--- src/hw/rtl/vpk_ram.sv ---
// Generic single-write, single-read RAM with registered read data.
// No dependencies.
module vpk_ram #(
  parameter int WIDTH = 2,
  parameter int DEPTH = 64
) (
  input  logic                                        clk,
  input  logic                                        we,
  input  logic [((DEPTH > 1) ? $clog2(DEPTH) : 1)-1:0] waddr,
  input  logic [WIDTH-1:0]                            wdata,
  input  logic                                        re,
  input  logic [((DEPTH > 1) ? $clog2(DEPTH) : 1)-1:0] raddr,
  output logic [WIDTH-1:0]                            rdata
);

  logic [WIDTH-1:0] mem [DEPTH];

  always_ff @(posedge clk) begin
    if (we) begin
      mem[waddr] <= wdata;
    end
    if (re) begin
      rdata <= mem[raddr];
    end
  end

endmodule

--- config.mk ---
export PLATFORM = sky130hd
export DESIGN_NAME = vpk_ram
export DESIGN_NICKNAME = d
export VERILOG_FILES = /design/src/hw/rtl/vpk_ram.sv
export SDC_FILE = /design/constraint.sdc
export NUM_CORES = 1
export LEC_CHECK = 0
export BUFFER_PORTS_ARGS = -buffer_cell sky130_fd_sc_hd__buf_2
export CORE_MARGIN = 1
export CORE_UTILIZATION = 61
export DETAILED_ROUTE_END_ITERATION = 10
export HOLD_SLACK_MARGIN = 0.08
export PLACE_DENSITY = 0.85
export SKIP_LAST_GASP = 1
export SYNTH_ARGS = -nofsm -noshare
export SYNTH_HDL_FRONTEND = slang
export SYNTH_SLANG_ARGS = --single-unit
--- constraint.sdc ---
create_clock -name clk -period 2.35 [get_ports clk]
set_clock_uncertainty 0.1 [all_clocks]
set_input_delay 0.1175 -clock clk [delete_from_list [all_inputs] [get_ports clk]]
set_output_delay 0.1175 -clock clk [all_outputs]
set_load 0.01 [all_outputs]
==> impl_metrics.py, run 1 <==
metrics = {
    "outcome": {
        "outcome": "finished, final reports clean",
    },
    "critical_path": {
        "r2r-end": "rdata[0]",
        "critical_path_class": "register to register",
        "r2r-start": "mem[51][0]",
        "cp-start-kind": "register",
        "critPathTopFamily": "compound AO/OA/AOI/OAI gates",
        "cp.arrival_ps": 2230,
        "cp_slowest_cell": "mux4_2",
        "critical_path.max_stage_delay_ps": 510,
        "critical_path_depth": 5,
        "crit_path_max_fanout": 1,
        "critical_path.endpoint": "rdata[0]",
        "r2r_cells": 5,
        "end_kind": "register",
        "startpoint": "mem[51][0]",
        "path_buf_inv": 0,
        "r2r_setup_slack_ps": 290,
        "required_ps": 2520,
        "crit_chain": "mux4_2, a22o_1, o21ai_0, a21oi_1, a211o_1",
    },
    "pwr": {
        "powerDensity_nw_per_um2": 851,
        "max-vdd-ir-drop_uv": 588,
        "p_leak_uw": 0.00200,
    },
    "layout": {
        "fin_nets": 375,
        "stdcell_count": 479,
        "final_core_util": 0.722,
        "fillers": 480,
        "syn_to_final_growth_pct": 15.7,
        "diodes": 0,
        "drive_above_1_share": 0.224,
    },
    "routing": {
        "route.vias.total": 3259,
        "firstDrtPassIters": 5,
        "drt_wl_total_mm": 12.7,
        "postRouteAntennaNets": 0,
        "drc": 0,
        "via_per_inst": 6.80,
        "drt-initial-drc-count": 323,
        "avgRoutedWirePerCell_um": 26.6,
    },
    "yosys": {
        "yosysSeqAreaShare": 0.721,
        "yosys.area.top_type": "edfxtp_1",
        "yosys_warnings": 0,
        "synth-edff-count": 130,
        "synthArstFlopShare": 0,
        "netlist.area_leader.share": 0.721,
        "syn-num-nets": 341,
        "yosysMostFrequentCell": "edfxtp_1",
        "synthTopCellsByCount": "130 x edfxtp_1, 70 x nor2_1, 29 x mux4_2, 14 x nand2_1, 11 x clkbuf_1",
        "synth.distinct_cells": 36,
        "ys_seq_elements": 130,
        "synth-main-ff-cell": "edfxtp_1",
        "synth_cells": 324,
        "netlist_area_um2": 5420,
        "syn_area_per_cell_um2": 16.7,
        "synthTopCellsByArea": "edfxtp_1 72%, mux4_2 12%, nor2_1 4.8%, nand2_1 0.97%, mux2i_1 0.92%",
    },
    "cts": {
        "cts_buffers": 17,
        "cts_sinks": 130,
        "htreeDepth": 4,
        "clk_pin_slew_worst_paths_ps": 60,
        "cts-root-buf": "clkbuf_8",
        "tritoncts": "built",
        "clk-insertion-delay-late_ps": 520,
        "cts_buffer_depth": 2,
        "post_cts_buffers": 0,
    },
    "floorplanning": {
        "io-pin-count": 19,
        "rows": 34,
        "die_h_um": 96.2,
        "initial_core_util": 0.624,
        "die_area_um2": 9260,
        "core_area_um2": 8680,
        "die_width_um": 96.2,
    },
    "sta": {
        "setup-tns-final_ps": 0,
        "max_slew_margin": 0.587,
        "setup_viol_count_final": 0,
        "fin_ws_ps": 291,
        "rsz0062_at_grt": "no",
        "max_freq_ghz": 0.486,
        "finalHoldViolCount": 0,
        "fin_hold_ws_ps": 108,
        "period_share": 0.876,
        "tightest_slew_ps": 620,
        "fin_crit_ps": 2060,
        "drv_slew": 0,
    },
    "grt": {
        "grt_remaining_overflow": 0,
        "grt_use_total": 0.305,
        "antenna_found_initial": 0,
        "grt_pass1_vias": 3276,
        "grt_max_degree": 65,
        "grt_pass1_wl_mm": 18.9,
    },
    "flow_run": {
        "maxCapViolCount": 0,
    },
    "place": {
        "dp_hpwl_mm": 7.16,
        "place.gp.congestion": 0.797,
        "placedCellCount": 439,
        "io_buffers": 18,
        "place_ws_ps": 166,
    },
    "min_path": {
        "hold_class": "primary input to register",
    },
}
per-layer routing:
layer,part of all wire,track usage
met1,0.36,0.380
met2,0.49,0.472
met4,0.036,0.160
met3,0.11,0.107
met5,0,0
sequential cells by signal (all words and copies together), names as in the netlist:
register  count
mem         128
rdata         2
report_power, final:
group          leakage (uW)  internal (uW)  switching [uW]
clock              0.000264           1490             966
sequential          0.00117           2570            5.57
combinational      0.000566            114             183
placed cells by master (no fill, tap or decap), types with 2 or more instances in the layout:
cell	instances
edfxtp_1	130
nor2_1	70
mux4_2	29
buf_2	18
clkbuf_16	16
nand2_1	14
dlygate4sd3_1	8
nor2b_1	7
nand3_1	7
a22oi_1	6
mux2i_1	5
nand2b_1	4
nand3b_1	4
clkinv_1	4
o21ai_0	3
a311oi_1	3
clkinvlp_4	3
clkinv_4	3
buf_4	3
buf_12	3
a21oi_1	2
a21o_1	2
a22o_1	2
nor3_1	2
nand4_1	2
bufinv_16	2
clkinv_2	2
through the flow:
stage | total power [uW] | area (um^2)
floorplan | 2790 | 5420
global placement | 2890 | 5630
detailed placement | 2900 | 5630
CTS | 5320 | 6270
global route | 5450 | 6270
finish | 5330 | 6270
worst min path at each step:
| stage | from | to | depth (start not counted) |
|---|---|---|---|
| 5_1_grt | waddr[4] | mem[52][0] | 3 |
| 3_5_place_dp | re | rdata[1] | 1 |
| 6_report | waddr[0] | mem[51][0] | 3 |
| 4_1_cts | waddr[0] | mem[51][0] | 3 |
| 3_3_place_gp | re | rdata[1] | 1 |
| 2_1_floorplan | wdata[0] | mem[0][0] | 0 |
repair_timing:
| item | 4_1_cts | 5_1_grt |
|---|---|---|
| hold buffers | 8 | 0 |
| resized for setup | 0 | 0 |
| endpoints found under the setup margin | 0 | 0 |
| hold endpoints to repair | 104 | 0 |
kinds of logic after synthesis:
kind of cell	share of synthesized area
flip-flops	0.721
AND/OR/NAND/NOR	0.0958
multiplexers	0.132
AO/OA/AOI/OAI	0.0340
buffers and inverters	0.0178
worst register-to-register path, stage by stage (launching register included):
cell and delay (ps):
edfxtp_1 410, mux4_2 510, a22o_1 220, o21ai_0 190
a21oi_1 120, a211o_1 250
area by class of cell:
cell class	count	area [um^2]	area share
timing repair buffer	32	253	0.0403
tap	108	135	0.0216
multi-input combinational	176	1420	0.226
clock inverter	15	143	0.0227
sequential	130	3900	0.623
inverter	1	3.75	0.000599
clock buffer	17	414	0.0661
Note: power is estimated with default switching activity, not from simulation.
==> run 2: changes to the inputs <==
Clock period 2.35 ns to 2.05 ns, I/O delays scaled along.
==> impl_metrics.py, run 2 (synthesis results as in run 1) <==
metrics = {
    "outcome": {
        "outcome": "finished, final reports clean",
    },
    "sta": {
        "setup_viol_count_final": 0,
        "fin_hold_ws_ps": 109,
        "max_slew_margin": 0.597,
        "setup-tns-final_ps": 0,
        "drv_slew": 0,
        "finalHoldViolCount": 0,
        "fin_ws_ps": 85.1,
        "tightest_slew_ps": 604,
        "rsz0062_at_grt": "no",
        "period_share": 0.958,
        "fin_crit_ps": 1960,
        "max_freq_ghz": 0.509,
    },
    "cts": {
        "post_cts_buffers": 0,
        "tritoncts": "built",
        "clk_pin_slew_worst_paths_ps": 60,
        "cts_sinks": 130,
        "htreeDepth": 4,
        "cts-root-buf": "clkbuf_8",
        "clk-insertion-delay-late_ps": 520,
        "cts_buffer_depth": 2,
        "cts_buffers": 17,
    },
    "layout": {
        "fin_nets": 377,
        "multi_input_area_um2": 1420,
        "reg_top3": "mem (128), rdata (2)",
        "layout_commonest_cell": "edfxtp_1",
        "fillers": 487,
        "final_cell_mix": "130 x edfxtp_1, 70 x nor2_1, 29 x mux4_2",
        "largest_reg_flops": 128,
        "drive_above_1_share": 0.223,
        "diodes": 0,
        "syn_to_final_growth_pct": 16.1,
        "registers.top_by_ff_count": "mem",
        "regArea_um2": 3900,
        "stdcell_count": 480,
    },
    "routing": {
        "drt-initial-drc-count": 447,
        "drt_wl_total_mm": 11.7,
        "route.vias.total": 3201,
        "firstDrtPassIters": 5,
        "avgRoutedWirePerCell_um": 24.5,
        "drc": 0,
        "postRouteAntennaNets": 0,
        "via_per_inst": 6.67,
    },
    "min_path": {
        "hold_class": "primary input to register",
    },
    "floorplanning": {
        "initial_core_util": 0.624,
        "die_h_um": 96.2,
        "core_area_um2": 8680,
        "die_width_um": 96.2,
        "rows": 34,
        "io-pin-count": 19,
        "die_area_um2": 9260,
    },
    "critical_path": {
        "critical_path.max_stage_delay_ps": 490,
        "cp-start-kind": "register",
        "critPathTopFamily": "compound AO/OA/AOI/OAI gates",
        "cp.arrival_ps": 2140,
        "path_buf_inv": 0,
        "cp_slowest_cell": "mux4_2",
        "required_ps": 2220,
        "crit_chain": "mux4_2, nand2b_1, o21ai_0, a211oi_1, a211o_1",
        "critical_path_class": "register to register",
        "crit_path_max_fanout": 1,
        "end_kind": "register",
    },
    "grt": {
        "grt_pass1_vias": 3135,
        "grt_pass1_wl_mm": 17.7,
        "grt_use_total": 0.282,
        "grt_remaining_overflow": 0,
        "grt_max_degree": 65,
        "antenna_found_initial": 0,
    },
    "place": {
        "dp_hpwl_mm": 6.90,
        "placedCellCount": 441,
        "place_ws_ps": -42.5,
        "io_buffers": 18,
        "place.gp.congestion": 0.840,
    },
    "pwr": {
        "max-vdd-ir-drop_uv": 832,
        "powerDensity_nw_per_um2": 979,
        "p_leak_uw": 0.00202,
    },
    "flow_run": {
        "maxCapViolCount": 0,
    },
}
-- run 2: changes by cell type in the layout (fill, tap and decap cells not counted) --
cell	change
buf_4	+2
bufinv_16	+1
clkbuf_1	+1
clkinv_2	+1
clkinv_4	-2
clkinvlp_4	-1
inv_6	-1
o21ai_0	-1
o21ai_1	+1
-- run 2: metal layers --
layer | global-route usage | wire length [um] | up-vias
li1 | - | - | 1350
met1 | 0.382 | 4490 | 1589
met2 | 0.431 | 5710 | 222
met3 | 0.0616 | 1160 | 40
met4 | 0.150 | 383 | 0
met5 | 0 | 0 | -
-- run 2: where the power goes --
part / total (uW) / leakage [uW] / internal (uW) / switching [uW]
Combinational: 335 / 0.000575 / 132 / 202
Sequential: 2960 / 0.00117 / 2950 / 7.00
Clock: 2870 / 0.000270 / 1820 / 1050
-- run 2: worst reg2reg max path: stages, from the launching register on --
cell	delay, ps
edfxtp_1	390
mux4_2	490
nand2b_1	200
o21ai_0	170
a211oi_1	80
a211o_1	280
-- run 2: area by class of cell --
type,count,area share
clock buffer,18,0.0664
clock inverter,13,0.0229
inverter,1,0.000597
multi-input combinational,176,0.225
sequential,130,0.621
tap,108,0.0215
timing repair buffer,34,0.0426
-- run 2: path summary, 6_finish.rpt --
kind / startpoint / end / slack (ps) / depth (start not counted)
worst max-delay path: mem[41][0] / rdata[0] / 90 / 5
worst min register to register: mem[56][0] / rdata[0] / 940 / 4
worst max register to register: mem[41][0] / rdata[0] / 90 / 5
worst min-delay path: waddr[4] / mem[52][0] / 110 / 3
-- run 2: timing repair --
item                       CTS  global route
hold endpoints to repair    50             0
setup endpoints to repair    0             1
hold buffers                 8             0
gates resized for setup      0             1
-- run 2: metrics by stage --
step | util | area [um^2] | total power, uW
final | 0.725 | 6290 | 6160
after global routing | 0.725 | 6290 | 6310
after global placement | 0.651 | 5650 | 3310
after floorplan | - | 5420 | 3200
after CTS | 0.725 | 6290 | 6190
after detailed placement | 0.651 | 5650 | 3320
