[src/hw/rtl/vpk_pkg.sv]
// Package for the varint packer: sizes, action codes and the internal beat type.
// No dependencies; imported by every other file in hw/rtl except vpk_ram.
package vpk_pkg;

  localparam int MAX_ITEMS = 64;
  localparam int VALUE_W   = 31;
  localparam int BYTE_BITS = 8;
  localparam int LEN_W     = 2;
  localparam int RUN_W     = 6;
  localparam int IDX_W     = (MAX_ITEMS > 1) ? $clog2(MAX_ITEMS) : 1;
  localparam int CNT_W     = $clog2(MAX_ITEMS + 1);

  localparam logic [RUN_W-1:0] RUN_CAP = '1;

  localparam logic ACT_PACK   = 1'b0;
  localparam logic ACT_FINISH = 1'b1;

  // one candidate result byte offered to the output register
  typedef struct packed {
    logic                 valid;
    logic [BYTE_BITS-1:0] data;
    logic                 last;
  } vpk_beat_t;

endpackage

[src/hw/rtl/vpk_byte_ser.sv]
// Byte serialiser: shifts a value out one byte per beat, low byte first,
// stopping once the remaining bits are zero. Depends on vpk_pkg.
module vpk_byte_ser import vpk_pkg::*; (
  input  logic               clk,
  input  logic               rst,
  input  logic               load,
  input  logic [VALUE_W-1:0] value,
  input  logic               room,
  output vpk_beat_t          beat,
  output logic [LEN_W-1:0]   lenm1
);

  logic               busy;
  logic [VALUE_W-1:0] shreg;
  logic [LEN_W-1:0]   nbyte;
  logic               top_zero;

  assign top_zero   = (shreg[VALUE_W-1:BYTE_BITS] == '0);
  assign beat.valid = busy;
  assign beat.data  = shreg[BYTE_BITS-1:0];
  assign beat.last  = top_zero;
  assign lenm1      = nbyte;

  always_ff @(posedge clk) begin
    if (rst) begin
      busy <= 1'b0;
    end else if (load) begin
      busy <= 1'b1;
    end else if (busy && room && top_zero) begin
      busy <= 1'b0;
    end
  end

  always_ff @(posedge clk) begin
    if (load) begin
      shreg <= value;
      nbyte <= '0;
    end else if (busy && room) begin
      shreg <= shreg >> BYTE_BITS;
      nbyte <= nbyte + LEN_W'(1);
    end
  end

endmodule

[config.mk]
export PLATFORM = sky130hd
export DESIGN_NAME = vpk_byte_ser
export DESIGN_NICKNAME = d
export VERILOG_FILES = /design/src/hw/rtl/vpk_pkg.sv /design/src/hw/rtl/vpk_byte_ser.sv
export SDC_FILE = /design/constraint.sdc
export NUM_CORES = 1
export LEC_CHECK = 0
export BUFFER_PORTS_ARGS = -buffer_cell sky130_fd_sc_hd__buf_2
export CORE_MARGIN = 1.5
export CORE_UTILIZATION = 56
export CTS_BUF_LIST = sky130_fd_sc_hd__clkbuf_8
export DETAILED_ROUTE_END_ITERATION = 8
export HOLD_SLACK_MARGIN = 0.02
export PLACE_DENSITY = 0.86
export SLEW_MARGIN = 10
export SYNTH_ARGS = -nofsm -noshare
export SYNTH_HDL_FRONTEND = slang
export SYNTH_SLANG_ARGS = --single-unit
[constraint.sdc]
create_clock -name clk -period 3.91 [get_ports clk]
set_input_delay 0.782 -clock clk [delete_from_list [all_inputs] [get_ports clk]]
set_output_delay 0.782 -clock clk [all_outputs]
set_load 0.01 [all_outputs]
==> results of run 1 <==
[critical path, cell delays in order, from the launching register on]
cell and delay [ps]:
edfxtp_1 410, nor4_1 350, nand4_1 190, nor2_1 110
buf_2 130
[kinds of logic after synthesis]
| group | after synthesis | synth area share [%] |
|---|---|---|
| buffers and inverters | 15 | 6.37 |
| and+or+nand+nor | 24 | 10.1 |
| AOI/OAI and AO/OA | 1 | 0.735 |
| xor gates and xnor gates | 2 | 1.14 |
| muxes | 23 | 16.9 |
| DFF | 34 | 64.7 |
[final cells by class]
cell class                 instances  area [um^2]  area share, %
timing repair buffer              47          238           13.2
inverter                           1         3.75          0.208
sequential                        34          991           55.0
tap                               30         37.5           2.08
clock buffer                       6         82.6           4.58
multi-input combinational         50          443           24.6
clock inverter                     2         7.51          0.416
[layout by cell type, fill, tap and decap left out]
cell type	count
dfxtp_1	3
nor3_1	1
clkbuf_8	6
and2_1	8
mux2_2	23
xor2_1	2
buf_2	46
nand4_1	1
nand2b_1	1
inv_1	3
nor4_1	1
edfxtp_1	31
nand3_1	1
o41a_1	1
nand2_1	2
nor4_2	4
nor2_1	5
buf_4	1
[flip-flops by register name, summed over array words and instances (netlist names)]
| name | flops |
|---|---|
| shreg | 31 |
| lenm1 | 2 |
| busy | 1 |
[metal layers]
metal,track usage (%),part of all wire [%],vias to the layer above
met5,0,0,-
met4,8.36,2.0,0
met3,7.96,7.7,6
met2,31.3,49,40
met1,20.5,42,424
li1,-,-,436
[stage by stage]
stage / area (um^2) / total power, mW / setup slack, ps / instances / hold slack [ps]
after floorplan: 1530 / 0.515 / 1520 / 99 / 539
after global placement: 1710 / 0.536 / 1740 / 162 / 495
after detailed placement: 1710 / 0.543 / 1680 / 162 / 521
after CTS: 1800 / 0.796 / 1650 / 170 / 540
after global routing: 1800 / 0.816 / 1560 / 170 / 589
final: 1800 / 0.790 / 1650 / 170 / 536
[worst max-delay path by stage]
stage	endpoint	depth (start not counted)
after global routing	beat[0]	4
final	beat[0]	4
after global placement	shreg[4]$_DFFE_PP_	3
after floorplan	shreg[0]$_DFFE_PP_	3
after detailed placement	shreg[6]$_DFFE_PP_	3
after CTS	beat[0]	4
[report_power, final]
group	switching, mW	internal, mW	total [mW]
clock network	0.118	0.138	0.256
logic	0.0364	0.0448	0.0812
registers	0.0171	0.436	0.453
total	0.172	0.619	0.790
==> flow_metrics.py, run 1 <==
metrics = {
    "run_status": {
        "status": "complete, no violations",
    },
    "floorplan": {
        "fp.dieH_um": 55.3,
        "floorplan.initialDensity_pct": 60.7,
        "design.core.area_um2": 2520,
        "ioPinCount": 47,
        "die_area_um2": 3060,
        "row_count": 18,
        "floorplan.die.width_um": 55.3,
    },
    "timing": {
        "setup_viol": 0,
        "setup_total_negative_slack_ps": 0,
        "worstMarginPinSlew_ps": 662,
        "finalClockSkew_ps": 9.14,
        "grt_setup_unrepaired": "false",
        "post-route-period-util_pct": 57.7,
        "period_minus_slack_ps": 2260,
        "hold_viol": 0,
        "timing_max_transition_violations_final": 0,
        "fmax_mhz": 443,
        "timing.slew.headroom_pct": 55.9,
    },
    "clock_network": {
        "cts-buffers-inserted": 5,
        "clk_latency_ps": 290,
        "clk_path_buf_depth": 2,
        "clkTransAtPathRegs_ps": 60,
        "clockRootBuffer": "clkbuf_8",
        "tritoncts": "yes",
        "cts_sinks": 34,
        "cts-htree-levels": 2,
        "post_cts_resize_count": 0,
        "post_cts_buffers": 0,
        "cts_hold_buffers_added": 0,
    },
    "critical_path": {
        "critical_path.endpoint_type": "output port",
        "timing.reg2reg.worst_path_depth": 3,
        "startpoint": "shreg[24]$_SDFFCE_PN0P_",
        "timing.critical_path.required_ps": 3130,
        "r2r_end": "busy$_SDFFE_PP0P_",
        "worstPathMaxFanout": 2,
        "worst_ep_arrival_time_ps": 1480,
        "critPathKind": "reg2out",
        "critPathLaunchType": "register",
        "reg2reg_from": "shreg[24]$_SDFFCE_PN0P_",
        "r2r_setup_slack_ps": 2500,
    },
    "min_path": {
        "min_delay_path_depth": 2,
        "timing.hold.worst.start": "lenm1[1]$_SDFFE_PP0P_",
        "type_of_the_worst_min_delay_path": "reg2reg",
        "min_to": "lenm1[1]$_SDFFE_PP0P_",
    },
    "synth": {
        "synthTopCellsByArea": "edfxtp_1 (61%), mux2_2 (17%), buf_4 (4.9%)",
        "yosysWarningCount": 0,
        "synthesis.area_um2": 1530,
        "synth.distinct_cells": 18,
        "synth_edf_count": 31,
        "post_synth_inst_count": 99,
        "dominantRegCellSynth": "edfxtp_1",
        "register_bit_total_from_synthesis": 34,
        "synth.largest_area_cell": "edfxtp_1",
        "syn_avg_cell_area_um2": 15.5,
        "synth_top_cells_by_count": "edfxtp_1 (31), mux2_2 (23), buf_4 (10)",
        "seq_area_frac_synth_pct": 64.7,
        "mappedNetlistNets": 134,
        "asyncSetResetFlopFracSynth_pct": 0,
        "post-synth-top-area-fraction_pct": 60.8,
        "synth_most_common_cell": "edfxtp_1",
    },
    "grt": {
        "globalRoute.totalOverflow": 0,
        "grt_use_total_pct": 18.7,
        "grt_pass1_vias": 881,
        "grt_first_pass_wirelength_mm": 4.22,
        "antenna_found_initial": 0,
        "pin_count_of_the_biggest_net_entering_global_routing": 37,
    },
    "drt": {
        "drt_drc_violations_left": 0,
        "total_wirelength_of_the_detailed_routed_design_mm": 2.61,
        "wire_per_inst_um": 15.4,
        "num_vias": 906,
        "drtPass1Iterations": 4,
        "initialDrtViolationCount": 24,
        "via_per_inst": 5.33,
        "drt.antenna.violating_nets": 0,
    },
    "cells_and_area": {
        "num_antenna_cells": 0,
        "final_core_util_pct": 71.5,
        "fillerInstances": 186,
        "drive_above_1_share_pct": 57.1,
        "final_net_count": 174,
        "flow.area_growth_from_synthesis_pct": 17.7,
    },
    "placement": {
        "gp_routability_congestion": 0.663,
        "buffers_on_ports": 46,
        "sum_of_net_half_perimeters_after_detailed_placement_mm": 1.88,
    },
    "power_and_ir_drop": {
        "pwr_cell_area_nw_per_um2": 438,
        "power.leakage_nw": 0.730,
        "irDropWorstVdd_v": 0.000339,
    },
    "run": {
        "maxCapViolations": 0,
    },
}
No activity file was read; power rests on OpenSTA's default activity.
==> run 2: changes to the inputs <==
--- a/config.mk
+++ b/config.mk
@@ -5,13 +5,14 @@
 export SDC_FILE = /design/constraint.sdc
 export NUM_CORES = 1
 export LEC_CHECK = 0
+export ABC_AREA = 1
 export BUFFER_PORTS_ARGS = -buffer_cell sky130_fd_sc_hd__buf_2
 export CORE_MARGIN = 1.5
-export CORE_UTILIZATION = 56
+export CORE_UTILIZATION = 48
 export CTS_BUF_LIST = sky130_fd_sc_hd__clkbuf_8
 export DETAILED_ROUTE_END_ITERATION = 8
 export HOLD_SLACK_MARGIN = 0.02
-export PLACE_DENSITY = 0.86
+export PLACE_DENSITY = 0.78
 export SLEW_MARGIN = 10
 export SYNTH_ARGS = -nofsm -noshare
 export SYNTH_HDL_FRONTEND = slang
==> constraint.sdc (replaced) <==
create_clock -name clk -period 2.05 [get_ports clk]
set_input_delay 0.41 -clock clk [delete_from_list [all_inputs] [get_ports clk]]
set_output_delay 0.41 -clock clk [all_outputs]
set_load 0.01 [all_outputs]
==> run 2 against run 1 <==
Final cell count is 48% higher. Critical endpoint unchanged. Cell area is 1.8% higher. Non-clock buffer count is 1 higher. Largest power group unchanged. Area after synthesis is 3.2% higher. Clock-buffer cell count is 1 lower. Via count is 25% higher. Largest cell class unchanged. First-iteration DRC count is 50% higher. Worst setup slack worse by 1300 ps. Synthesized cell count is 70% higher. Combinational power is 96% higher. Sequential power is 88% higher.
==> flow_metrics.py, run 2 <==
metrics = {
    "synth": {
        "post-synth-top-area-fraction_pct": 58.9,
        "synth.distinct_cells": 17,
        "synth_top_cells_by_count": "nand2_1 (80), edfxtp_1 (31), buf_4 (13)",
        "mappedNetlistNets": 203,
        "asyncSetResetFlopFracSynth_pct": 0,
        "register_bit_total_from_synthesis": 34,
        "synth.largest_area_cell": "edfxtp_1",
        "syn_avg_cell_area_um2": 9.41,
        "synth_most_common_cell": "nand2_1",
        "synth_edf_count": 31,
        "post_synth_inst_count": 168,
        "yosysWarningCount": 0,
        "synthTopCellsByArea": "edfxtp_1 (59%), nand2_1 (19%), buf_4 (6.2%)",
        "synthesis.area_um2": 1580,
        "seq_area_frac_synth_pct": 62.7,
        "dominantRegCellSynth": "edfxtp_1",
    },
    "cells_and_area": {
        "layout.cells.most_common_list": "nand2_1 (80), buf_2 (46), edfxtp_1 (31)",
        "final_net_count": 242,
        "layoutNonFillerInstCount": 252,
        "drive_above_1_share_pct": 26.9,
        "largest-register": "shreg",
        "flow.area_growth_from_synthesis_pct": 16.2,
        "largest_reg_flops": 31,
        "finished_cell_area_um2": 1840,
        "num_antenna_cells": 0,
        "mostFrequentLayoutCell": "nand2_1",
    },
    "grt": {
        "grt_first_pass_wirelength_mm": 4.10,
        "globalRoute.totalOverflow": 0,
        "pin_count_of_the_biggest_net_entering_global_routing": 35,
        "antenna_found_initial": 0,
        "grt_pass1_vias": 1050,
        "grt_use_total_pct": 15.9,
    },
    "clock_network": {
        "clk_latency_ps": 280,
        "post_cts_buffers": 0,
        "cts_sinks": 34,
        "clk_path_buf_depth": 2,
        "clockRootBuffer": "clkbuf_8",
        "tritoncts": "yes",
        "cts_hold_buffers_added": 0,
        "post_cts_resize_count": 0,
        "clkTransAtPathRegs_ps": 60,
        "cts-buffers-inserted": 5,
        "cts-htree-levels": 2,
    },
    "timing": {
        "setup_viol": 0,
        "timing_max_transition_violations_final": 0,
        "hold_viol": 0,
        "final.hold.worst_slack_ps": 278,
        "setup_total_negative_slack_ps": 0,
        "worstMarginPinSlew_ps": 385,
        "timing.slew.headroom_pct": 74.4,
        "finalClockSkew_ps": 4.93,
        "period_minus_slack_ps": 1710,
        "post-route-period-util_pct": 83.6,
        "grt_setup_unrepaired": "false",
        "fmax_mhz": 583,
    },
    "drt": {
        "num_vias": 1131,
        "drtPass1Iterations": 4,
        "initialDrtViolationCount": 36,
        "wire_per_inst_um": 9.98,
        "via_per_inst": 4.49,
        "drt_drc_violations_left": 0,
        "total_wirelength_of_the_detailed_routed_design_mm": 2.52,
        "drt.antenna.violating_nets": 0,
    },
    "floorplan": {
        "die_area_um2": 3650,
        "fp.dieH_um": 60.4,
        "design.core.area_um2": 3080,
        "floorplan.die.width_um": 60.4,
        "ioPinCount": 47,
        "row_count": 20,
        "floorplan.initialDensity_pct": 51.3,
    },
    "placement": {
        "sum_of_net_half_perimeters_after_detailed_placement_mm": 1.75,
        "place.detailed.instances": 244,
        "gp_routability_congestion": 0.731,
        "buffers_on_ports": 46,
        "dpl_cell_area_um2": 1760,
    },
    "critical_path": {
        "worstPathMaxFanout": 2,
        "critPathLaunchType": "register",
        "timing.reg2reg.worst_path_depth": 3,
        "critical_path.endpoint_type": "output port",
        "worst_ep_arrival_time_ps": 1300,
        "timing.critical_path.required_ps": 1640,
        "r2r_setup_slack_ps": 830,
        "critPathKind": "reg2out",
    },
    "run_status": {
        "status": "complete, no violations",
    },
    "run": {
        "maxCapViolations": 0,
    },
    "power_and_ir_drop": {
        "pwr_cell_area_nw_per_um2": 793,
        "power.leakage_nw": 0.930,
        "irDropWorstVdd_v": 0.000574,
    },
    "min_path": {
        "type_of_the_worst_min_delay_path": "in2reg",
        "min_delay_path_depth": 2,
    },
}
## run 2: changes by cell type after synthesis, moves of 3 or more
| cell | before | now |
|---|---|---|
| nor4_2 | 4 | 0 |
| a21oi_1 | 0 | 3 |
| nor2_1 | 5 | 12 |
| inv_1 | 1 | 12 |
| nand2_1 | 2 | 80 |
| o21ai_1 | 0 | 3 |
| mux2_2 | 23 | 0 |
| and2_1 | 8 | 0 |
| buf_4 | 10 | 13 |
## run 2: cells by family after synthesis
kind of cell           synth area share, %
AO/OA/AOI/OAI                         2.53
flip-flops                            62.7
buffers and inverters                 11.4
AND/OR/NAND/NOR                       23.4
## run 2: area by class of cell
cell class	instances	area, um^2
clock buffer	5	68.8
clock inverter	3	11.3
fill	292	1240
inverter	14	55.1
multi-input combinational	104	409
sequential	34	991
tap	44	55.1
timing repair buffer	48	245
## run 2: worst paths after layout
check | start | endpoint
max | shreg[15]$_DFFE_PP_ | beat[0]
min | rst | busy$_SDFFE_PP0P_
max reg2reg | busy$_SDFFE_PP0P_ | shreg[4]$_DFFE_PP_
min reg2reg | lenm1[1]$_SDFFE_PP0P_ | lenm1[1]$_SDFFE_PP0P_
## run 2: metrics by stage
step	setup WS [ps]	utilization [%]	power, mW
final	335	59.6	1.46
after floorplan	270	-	0.983
after global placement	645	57.0	1.02
after global routing	252	59.6	1.52
after CTS	336	59.6	1.46
after detailed placement	625	57.0	1.03
## run 2: per-layer routing
layer	global-route usage, %	up-vias	wire, um
met5	0	-	0
met4	7.62	0	42
met3	6.61	5	177
met2	28.0	38	1280
met1	16.2	491	1020
li1	-	597	-
## run 2: where the power goes
part	switching, mW	internal (mW)	leakage, nW
Combinational	0.0928	0.0661	0.537
Clock	0.221	0.226	0.0519
Sequential	0.0220	0.829	0.341
## run 2: worst max-delay path, stage by stage, from the launching register on
cell	delay, ps
edfxtp_1	390
nor2_1	130
nand3_1	70
nor2_1	130
and3_1	180
buf_2	130
