--- src/hw/rtl/vpk_pkg.sv ---
// Package for the varint packer: sizes, action codes and the internal beat type.
// No dependencies; imported by every other file in hw/rtl except vpk_ram.
package vpk_pkg;

  localparam int MAX_ITEMS = 64;
  localparam int VALUE_W   = 31;
  localparam int BYTE_BITS = 8;
  localparam int LEN_W     = 2;
  localparam int RUN_W     = 6;
  localparam int IDX_W     = (MAX_ITEMS > 1) ? $clog2(MAX_ITEMS) : 1;
  localparam int CNT_W     = $clog2(MAX_ITEMS + 1);

  localparam logic [RUN_W-1:0] RUN_CAP = '1;

  localparam logic ACT_PACK   = 1'b0;
  localparam logic ACT_FINISH = 1'b1;

  // one candidate result byte offered to the output register
  typedef struct packed {
    logic                 valid;
    logic [BYTE_BITS-1:0] data;
    logic                 last;
  } vpk_beat_t;

endpackage

--- src/hw/rtl/vpk_run_walk.sv ---
// Run walker: reads stored lengths newest first, one per cycle when
// not stalled; a trailer beat per equal-length run. Uses vpk_pkg.
module vpk_run_walk import vpk_pkg::*; (
  input  logic             clk,
  input  logic             rst,
  input  logic             start,
  input  logic [IDX_W-1:0] count_m1,
  input  logic             room,
  input  logic [LEN_W-1:0] rdata,
  output logic             re,
  output logic [IDX_W-1:0] raddr,
  output vpk_beat_t        beat
);

  typedef enum logic [3:0] {
    W_IDLE  = 4'b0001,
    W_FIRST = 4'b0010,
    W_NEXT  = 4'b0100,
    W_FINAL = 4'b1000
  } walk_state_t;

  walk_state_t      state, state_next;
  logic [IDX_W-1:0] idx, idx_next;
  logic [LEN_W-1:0] prev, prev_next;
  logic [RUN_W-1:0] run, run_next;
  logic             same;
  logic             adv;

  assign same       = (rdata == prev) && (run != RUN_CAP);
  assign raddr      = (state == W_IDLE) ? count_m1 : idx - IDX_W'(1);

  always_comb begin
    state_next = state;
    idx_next   = idx;
    prev_next  = prev;
    run_next   = run;
    re         = 1'b0;
    adv        = 1'b0;
    beat.valid = 1'b0;
    beat.data  = {prev, run};
    beat.last  = 1'b0;
    unique case (state)
      W_IDLE: begin
        if (start) begin
          re         = 1'b1;
          idx_next   = count_m1;
          state_next = W_FIRST;
        end
      end
      W_FIRST: begin
        prev_next = rdata;
        run_next  = RUN_W'(1);
        adv       = 1'b1;
      end
      W_NEXT: begin
        if (same) begin
          run_next = run + RUN_W'(1);
          adv      = 1'b1;
        end else begin
          // run closes: hold the read data until the beat gets out
          beat.valid = 1'b1;
          if (room) begin
            prev_next = rdata;
            run_next  = RUN_W'(1);
            adv       = 1'b1;
          end
        end
      end
      W_FINAL: begin
        beat.valid = 1'b1;
        beat.last  = 1'b1;
        if (room) begin
          state_next = W_IDLE;
        end
      end
      default: begin
        state_next = W_IDLE;
      end
    endcase

    if (adv) begin
      if (idx == '0) begin
        state_next = W_FINAL;
      end else begin
        re         = 1'b1;
        idx_next   = idx - IDX_W'(1);
        state_next = W_NEXT;
      end
    end
  end

  always_ff @(posedge clk) begin
    if (rst) begin
      state <= W_IDLE;
    end else begin
      state <= state_next;
    end
  end

  always_ff @(posedge clk) begin
    idx  <= idx_next;
    prev <= prev_next;
    run  <= run_next;
  end

endmodule

--- config.mk ---
export PLATFORM = sky130hd
export DESIGN_NAME = vpk_run_walk
export DESIGN_NICKNAME = d
export VERILOG_FILES = /design/src/hw/rtl/vpk_pkg.sv /design/src/hw/rtl/vpk_run_walk.sv
export SDC_FILE = /design/constraint.sdc
export NUM_CORES = 1
export LEC_CHECK = 0
export BUFFER_PORTS_ARGS = -buffer_cell sky130_fd_sc_hd__buf_2
export CORE_MARGIN = 4
export CORE_UTILIZATION = 30
export CTS_CLUSTER_SIZE = 24
export DETAILED_ROUTE_END_ITERATION = 16
export GPL_TIMING_DRIVEN = 1
export PLACE_DENSITY = 0.52
export SLEW_MARGIN = 20
export SYNTH_ARGS = -nofsm -noshare
export SYNTH_HDL_FRONTEND = slang
export SYNTH_SLANG_ARGS = --single-unit
--- constraint.sdc ---
create_clock -name clk -period 3.75 [get_ports clk]
set_input_delay 0.75 -clock clk [delete_from_list [all_inputs] [get_ports clk]]
set_output_delay 0.75 -clock clk [all_outputs]
set_load 0.005 [all_outputs]
==> results of run 1 <==
-- Yosys cell counts (3+ instances only) --
| library cell | count | area (sq um) |
|---|---|---|
| sky130_fd_sc_hd__a211oi_1 | 3 | 22.5 |
| sky130_fd_sc_hd__nor2_1 | 11 | 41.3 |
| sky130_fd_sc_hd__dfxtp_1 | 10 | 200 |
| sky130_fd_sc_hd__o21ai_0 | 11 | 55.1 |
| sky130_fd_sc_hd__xnor2_1 | 7 | 61.3 |
| sky130_fd_sc_hd__inv_1 | 4 | 15.0 |
| sky130_fd_sc_hd__buf_2 | 3 | 15.0 |
| sky130_fd_sc_hd__nand2b_1 | 3 | 18.8 |
| sky130_fd_sc_hd__nand2_1 | 16 | 60.1 |
| sky130_fd_sc_hd__xor2_1 | 3 | 26.3 |
| sky130_fd_sc_hd__nor3_1 | 4 | 20.0 |
| sky130_fd_sc_hd__o211ai_1 | 3 | 22.5 |
| sky130_fd_sc_hd__edfxtp_1 | 8 | 240 |
| sky130_fd_sc_hd__nand3_1 | 8 | 40.0 |
-- through the flow --
stage | total power (W) | std cells
global placement | 0.000383 | 198
finish | 0.000514 | 202
floorplan | 0.000340 | 127
detailed placement | 0.000384 | 198
global route | 0.000550 | 202
CTS | 0.000524 | 202
-- state kept, by name (all words and copies together), names as in the netlist --
register	count
prev	2
idx	6
state	4
run	6
-- metal layers --
layer	up-vias	global-route usage	routed length [microns]
li1	511	-	-
met1	466	0.140	1200
met2	24	0.181	1160
met3	2	0.0262	117
met4	0	0.0456	17
met5	-	0	0
-- cell type report --
cell class / instances / share of cell area
clock buffer: 3 / 0.0305
timing repair buffer: 29 / 0.109
inverter: 5 / 0.0157
multi-input combinational: 100 / 0.474
tap: 46 / 0.0426
sequential: 18 / 0.326
clock inverter: 1 / 0.00278
-- cells by family (layout without fill, tap and decap cells) --
kind of cell	after synthesis	count (layout)	synth area share
fa+ha+maj	2	2	0.0223
compound gates	28	28	0.170
simple gates	59	59	0.292
flops	18	18	0.393
buf+inv	9	38	0.0357
mux	1	1	0.00893
xor+xnor	10	10	0.0781
-- power groups by stage --
stage               logic (W)  clock network, W  registers, W
floorplan           0.0000986                 0      0.000242
global placement     0.000132                 0      0.000251
detailed placement   0.000133                 0      0.000251
CTS                  0.000134          0.000143      0.000247
global route         0.000150          0.000150      0.000250
finish               0.000131          0.000136      0.000247
-- worst register-to-register path, stage by stage, from the launching register on --
cell                       delay [ps]
sky130_fd_sc_hd__edfxtp_1         400
sky130_fd_sc_hd__ha_1             230
sky130_fd_sc_hd__nand2_1           80
sky130_fd_sc_hd__o211ai_1         360
sky130_fd_sc_hd__a31oi_1          140
sky130_fd_sc_hd__nor3_1           290
-- worst min path at each step --
stage	start	to	slack, ps	cells past startpoint
floorplan	idx[0]	idx[0]	500	1
global placement	idx[0]	idx[0]	550	1
detailed placement	idx[0]	idx[0]	550	1
CTS	idx[0]	idx[0]	570	1
global route	idx[0]	idx[0]	620	1
finish	idx[0]	idx[0]	570	1
==> qor.txt, run 1 <==
Status: complete, no violations
Power dissipated by switching net loads: 0.000156 W
Antenna Cells: 0
Hold-fix buffer count after cts: 0
Worst Path Max Fanout: 14
Total nets after synthesis: 141
Die boundary height: 69.1 microns
Reg2Reg Depth: 5
Post-layout util: 0.390
Antenna violations before repair: 0
Initial core utilization: 0.323
Startpoint of the lowest-slack register-to-register path: run[0]
CTS tree: done
Syn-to-layout area delta: 20.6%
Worst EP required: 3000 ps
NumNets Final: 171
Fraction of the yosys area taken by sequential cells: 0.393
Final wirelength: 2490 microns
Maximum clock insertion buffer count: 2
Worst reg2reg path endpoint: prev[0]
Final design area excluding fillers: 1350 sq um
Share of the cycle needed by the critical path after routing: 0.721
Setup repair after global routing missed its margin: false
H-tree depth: 1
Library cells used by synthesis: 42
Post-cts sizing count: 0
Clock Pin Slew Worst Setup and Hold Paths: 70 ps
Commonest cells after routing, fill and taps aside: sky130_fd_sc_hd__buf_2, sky130_fd_sc_hd__nand2_1, sky130_fd_sc_hd__nor2_1, sky130_fd_sc_hd__o21ai_0, sky130_fd_sc_hd__dfxtp_1
Pre-CTS setup slack: 1070 ps
Launch point of the worst path: run[0]
Global-route congestion overflow total: 0
Leakage power summed over all cells: 0.548 nW
Area of the multi-input gates: 641 sq um
Post-CTS setup buffer count: 0
Cells traversed along the worst timing path: ha_1 > nand2_1 > o211ai_1 > o21a_4 > inv_4 > nand2_2 > nand2_1 > buf_2
Final max-slew violation count: 0
Gate power share: 0.255
Dpl cell area: 1310 sq um
Net Sw Frac: 0.303
Worst-case register-to-register setup slack: 1930 ps
Global-route wire length before repair: 4400 microns
FP Rows: 21
Clk Tree Root Cell: sky130_fd_sc_hd__clkbuf_8
Routability congestion estimate from global placement: 0.767
Critical Path Sink Type: primary output
Cell-internal power: 0.000359 W
First DRT Iteration DRCs: 29
Count of mapped cells out of synthesis: 127
Register bit count reported by yosys: 18
Worst Max-Slew Pin Slew: 406 ps
Clock period minus final worst setup slack: 2710 ps
Final Hold Viols: 0
Die area: 4780 sq um
Clock network latency to the later pin of the worst-skew pair: 250 ps
Detailed Routing Iterations Pass 1: 6
Port Buffers: 28
Capturing element of the worst setup path: re
Number of buffers and inverters on the critical path: 2
Number of violations of the max-capacitance limit: 0
Worst slack on hold paths: 570 ps
Least setup slack across all paths after layout: 1040 ps
Horizontal die dimension: 69.1 microns
Worst setup path class: reg2out
Largest net degree at the start of global routing: 15
Number of cells on the critical path: 8
Critical path data arrival time: 1960 ps
Leading cell type in the layout, fill and taps excluded: sky130_fd_sc_hd__buf_2
Primary FF master, synth: sky130_fd_sc_hd__dfxtp_1
Total via count after detailed routing: 1003
Count of antenna-violating nets left after detailed routing: 0
Type of origin of the critical path: flop
Number of remaining DRC errors: 0
Part of the power in registers: 0.480
Synthesis Warnings: 0
Library cell appearing most often on the critical path: sky130_fd_sc_hd__nand2_1
Number of endpoints failing setup at the final stage: 0
TritonCTS Sinks: 18
Peak Freq: 370 MHz
Avg Vias per Cell: 4.97
CORE AREA: 3470 sq um
Wire length per cell: 12.3 microns
Async S/R FF share, synth: 0
Netlist Area Pre-Place: 1120 sq um
Summed negative setup slack over all endpoints: 0 ps
Area occupied by registers: 440 sq um
Min-Delay Path Class: reg2reg
Share of post-route cells with drive strength above 1: 0.263
Slowest library cell on the worst path: sky130_fd_sc_hd__edfxtp_1
Io pins: 29
EDFF count, synth: 8
Worst vdd rail ir drop: 0.163 mV
Kind of cell adding the most delay to the critical path: compound AO/OA/AOI/OAI gates
Clock power frac: 0.265
Syn_area_per_cell: 8.83 sq um
Delay of the slowest cell on the worst path: 430 ps
Fillcell total: 377
Number of global-route vias before repair: 987
Total global-route track usage: 0.111
Power per cell area: 380 nW/um^2
Total CTS buffers: 3
Final setup skew: 3.45 ps
Headroom to the max-slew limit: 0.727
HPWL after detailed placement: 1960 microns
No activity file was read; power rests on OpenSTA's default activity.
==> run 2, diff against run 1 <==
ABC_AREA = 1   (was unset)
clock period = 2.8 ns   (was 3.75 ns; I/O delays follow)
==> qor.txt, run 2 <==
NumNets Final: 219 (+28%)
Fillcell total: 426 (+13%)
Worst EP required: 2240 ps (-760 ps)
Global-route wire length before repair: 4810 microns (+9.4%)
H-tree depth: 1 (unchanged)
End point of the most critical hold path: state[2]
Largest cells by area after synthesis: sky130_fd_sc_hd__edfxtp_1, sky130_fd_sc_hd__nand2_1, sky130_fd_sc_hd__dfxtp_1, sky130_fd_sc_hd__inv_1, sky130_fd_sc_hd__nand2_2
Clk Tree Root Cell: sky130_fd_sc_hd__clkbuf_8
Commonest cells after routing, fill and taps aside: sky130_fd_sc_hd__nand2_1, sky130_fd_sc_hd__buf_2, sky130_fd_sc_hd__inv_1
Critical Path Sink Type: primary output
Initial core utilization: 0.312 (-0.0111)
Maximum clock insertion buffer count: 2 (unchanged)
Status: complete, no violations
Worst Path Max Fanout: 7 (-7)
Reg2Reg Depth: 10 (+5)
Power per cell area: 534 nW/um^2 (+40%)
Share of the cycle needed by the critical path after routing: 0.792
Number of remaining DRC errors: 0 (unchanged)
Worst-case register-to-register setup slack: 930 ps (-1000 ps)
Worst hold path depth: 2 (+1)
Total nets after synthesis: 188 (+33%)
TritonCTS Sinks: 18 (unchanged)
Antenna Cells: 0 (unchanged)
Total global-route track usage: 0.113 (+0.00238)
Critical path data arrival time: 1660 ps (-300 ps)
Async S/R FF share, synth: 0 (unchanged)
Setup repair after global routing missed its margin: false
Number of violations of the max-capacitance limit: 0 (unchanged)
Primary FF master, synth: sky130_fd_sc_hd__dfxtp_1
Summed negative setup slack over all endpoints: 0 ps (unchanged)
Final Hold Viols: 0 (unchanged)
Port Buffers: 28 (unchanged)
Launch instance of the worst min-delay path: rst
Worst slack on hold paths: 521 ps (-48.7 ps)
Post-cts sizing count: 0 (unchanged)
Headroom to the max-slew limit: 0.696 (-0.0313)
Type of origin of the critical path: flop
EDFF count, synth: 8 (unchanged)
Final wirelength: 2620 microns (+5.1%)
Leading cell type in the layout, fill and taps excluded: sky130_fd_sc_hd__nand2_1
Detailed Routing Iterations Pass 1: 4 (-2)
CORE AREA: 4030 sq um (+16%)
Leakage power summed over all cells: 0.759 nW (+39%)
Fraction of synthesized cell area taken by the top area cell type: 0.191 (-0.0232)
Worst Max-Slew Pin Slew: 455 ps (+48.9 ps)
Number of endpoints failing setup at the final stage: 0 (unchanged)
Share of post-route cells with drive strength above 1: 0.284 (+0.0215)
Clock period minus final worst setup slack: 2220 ps
Die area: 5290 sq um (+11%)
Fraction of the yosys area taken by sequential cells: 0.350 (-0.0426)
Syn_area_per_cell: 7.23 sq um (-18%)
Io pins: 29 (unchanged)
Register bit count reported by yosys: 18 (unchanged)
First DRT Iteration DRCs: 26 (-10%)
Total via count after detailed routing: 1105 (+10%)
FP Rows: 23 (+9.5%)
Routability congestion estimate from global placement: 0.809 (+5.5%)
Horizontal die dimension: 72.7 microns (+5.2%)
Die boundary height: 72.7 microns (+5.2%)
Min-Delay Path Class: in2reg
Final setup skew: 2.71 ps (-0.741 ps)
Total CTS buffers: 3 (unchanged)
Worst vdd rail ir drop: 0.254 mV (+56%)
Avg Vias per Cell: 4.35 (-12%)
Library cells used by synthesis: 33 (-21%)
Global-route congestion overflow total: 0 (unchanged)
Syn-to-layout area delta: 18.7%
Peak Freq: 451 MHz
Filler-free cell count of the finished design: 254 (+26%)
Antenna violations before repair: 0 (unchanged)
Number of global-route vias before repair: 1111 (+13%)
Largest net degree at the start of global routing: 16 (+1)
Clock network latency to the later pin of the worst-skew pair: 250 ps (about the same)
Clock Pin Slew Worst Setup and Hold Paths: 70 ps (about the same)
Worst setup path class: reg2out
CTS tree: done
Hold-fix buffer count after cts: 0 (unchanged)
Largest registers: idx x6, run x6, state x4
Dpl cells: 250 (+26%)
Count of antenna-violating nets left after detailed routing: 0 (unchanged)
Post-synth top cells: sky130_fd_sc_hd__nand2_1, sky130_fd_sc_hd__inv_1, sky130_fd_sc_hd__nand3_1, sky130_fd_sc_hd__nor2_1, sky130_fd_sc_hd__dfxtp_1
Netlist Area Pre-Place: 1260 sq um (+12%)
Synth area leader: sky130_fd_sc_hd__edfxtp_1
HPWL after detailed placement: 2100 microns (+7.2%)
Count leader, synth: sky130_fd_sc_hd__nand2_1
Worst reg2reg path endpoint: state[0]
Final max-slew violation count: 0 (unchanged)
Wire length per cell: 10.3 microns (-16%)
Post-CTS setup buffer count: 0 (unchanged)
Count of mapped cells out of synthesis: 174 (+37%)
Startpoint of the lowest-slack register-to-register path: run[0]
Synthesis Warnings: 0 (unchanged)
-- run 2: cell count changes in the layout (fill, tap and decap cells not counted), sizes merged, moves of 3 or more --
cell,change
nand2,+51
inv,+22
xnor2,-5
nand3,+4
o21ai,-4
a211oi,-3
nand2b,-3
nand4,+3
nor2,+3
o211ai,-3
-- run 2: worst max path at each step --
stage	from	to	slack [ps]	cells after the start
floorplan	run[0]	re	880	9
global placement	rdata[1]	re	810	10
detailed placement	rdata[0]	re	790	10
CTS	run[0]	re	550	9
global route	idx[0]	re	400	8
finish	idx[0]	re	580	8
-- run 2: layer usage --
layer  vias to the layer above  routed length [microns]  GRT usage
li1                        603                        -          -
met5                         -                        0          0
met3                         2                      117     0.0262
met2                        20                     1200      0.196
met4                         0                       19     0.0307
met1                       480                     1290      0.141
-- run 2: final cells by class --
cell class / instances / area, sq um / share of cell area
multi-input combinational: 125 / 689 / 0.462
sequential: 18 / 440 / 0.295
timing repair buffer: 29 / 148 / 0.0989
inverter: 28 / 108 / 0.0721
tap: 50 / 62.6 / 0.0419
clock buffer: 3 / 41.3 / 0.0277
clock inverter: 1 / 3.75 / 0.00251
-- run 2: cell families after synthesis --
kind of cell,share of synthesized area
and+or+nand+nor,0.414
DFF,0.350
buffers and inverters,0.101
xor gates and xnor gates,0.0488
adders and majority gates,0.0199
AOI/OAI and AO/OA,0.0657
-- run 2: stage by stage --
| stage | util | worst slack [ps] | area (sq um) | total power, W |
|---|---|---|---|---|
| after detailed placement | 0.359 | 793 | 1450 | 0.000616 |
| after global routing | 0.370 | 400 | 1490 | 0.000867 |
| final | 0.370 | 583 | 1490 | 0.000797 |
| after CTS | 0.370 | 546 | 1490 | 0.000807 |
| after global placement | 0.359 | 814 | 1450 | 0.000622 |
| after floorplan | - | 875 | 1260 | 0.000538 |
-- run 2: worst max-delay path, stage by stage, from the launching register on --
cell and delay [ps]:
sky130_fd_sc_hd__dfxtp_1 310, sky130_fd_sc_hd__inv_1 120, sky130_fd_sc_hd__ha_1 190, sky130_fd_sc_hd__nand2_1 110, sky130_fd_sc_hd__nor3_4 190, sky130_fd_sc_hd__inv_1 170, sky130_fd_sc_hd__nand2_2 120, sky130_fd_sc_hd__nand2_1 50
sky130_fd_sc_hd__buf_2 120
-- run 2: report_power, final --
part | switching, W | total, W | internal, W
sequential | 0.0000289 | 0.000336 | 0.000307
combinational | 0.000165 | 0.000274 | 0.000108
clock | 0.0000898 | 0.000187 | 0.0000974
total | 0.000284 | 0.000797 | 0.000513
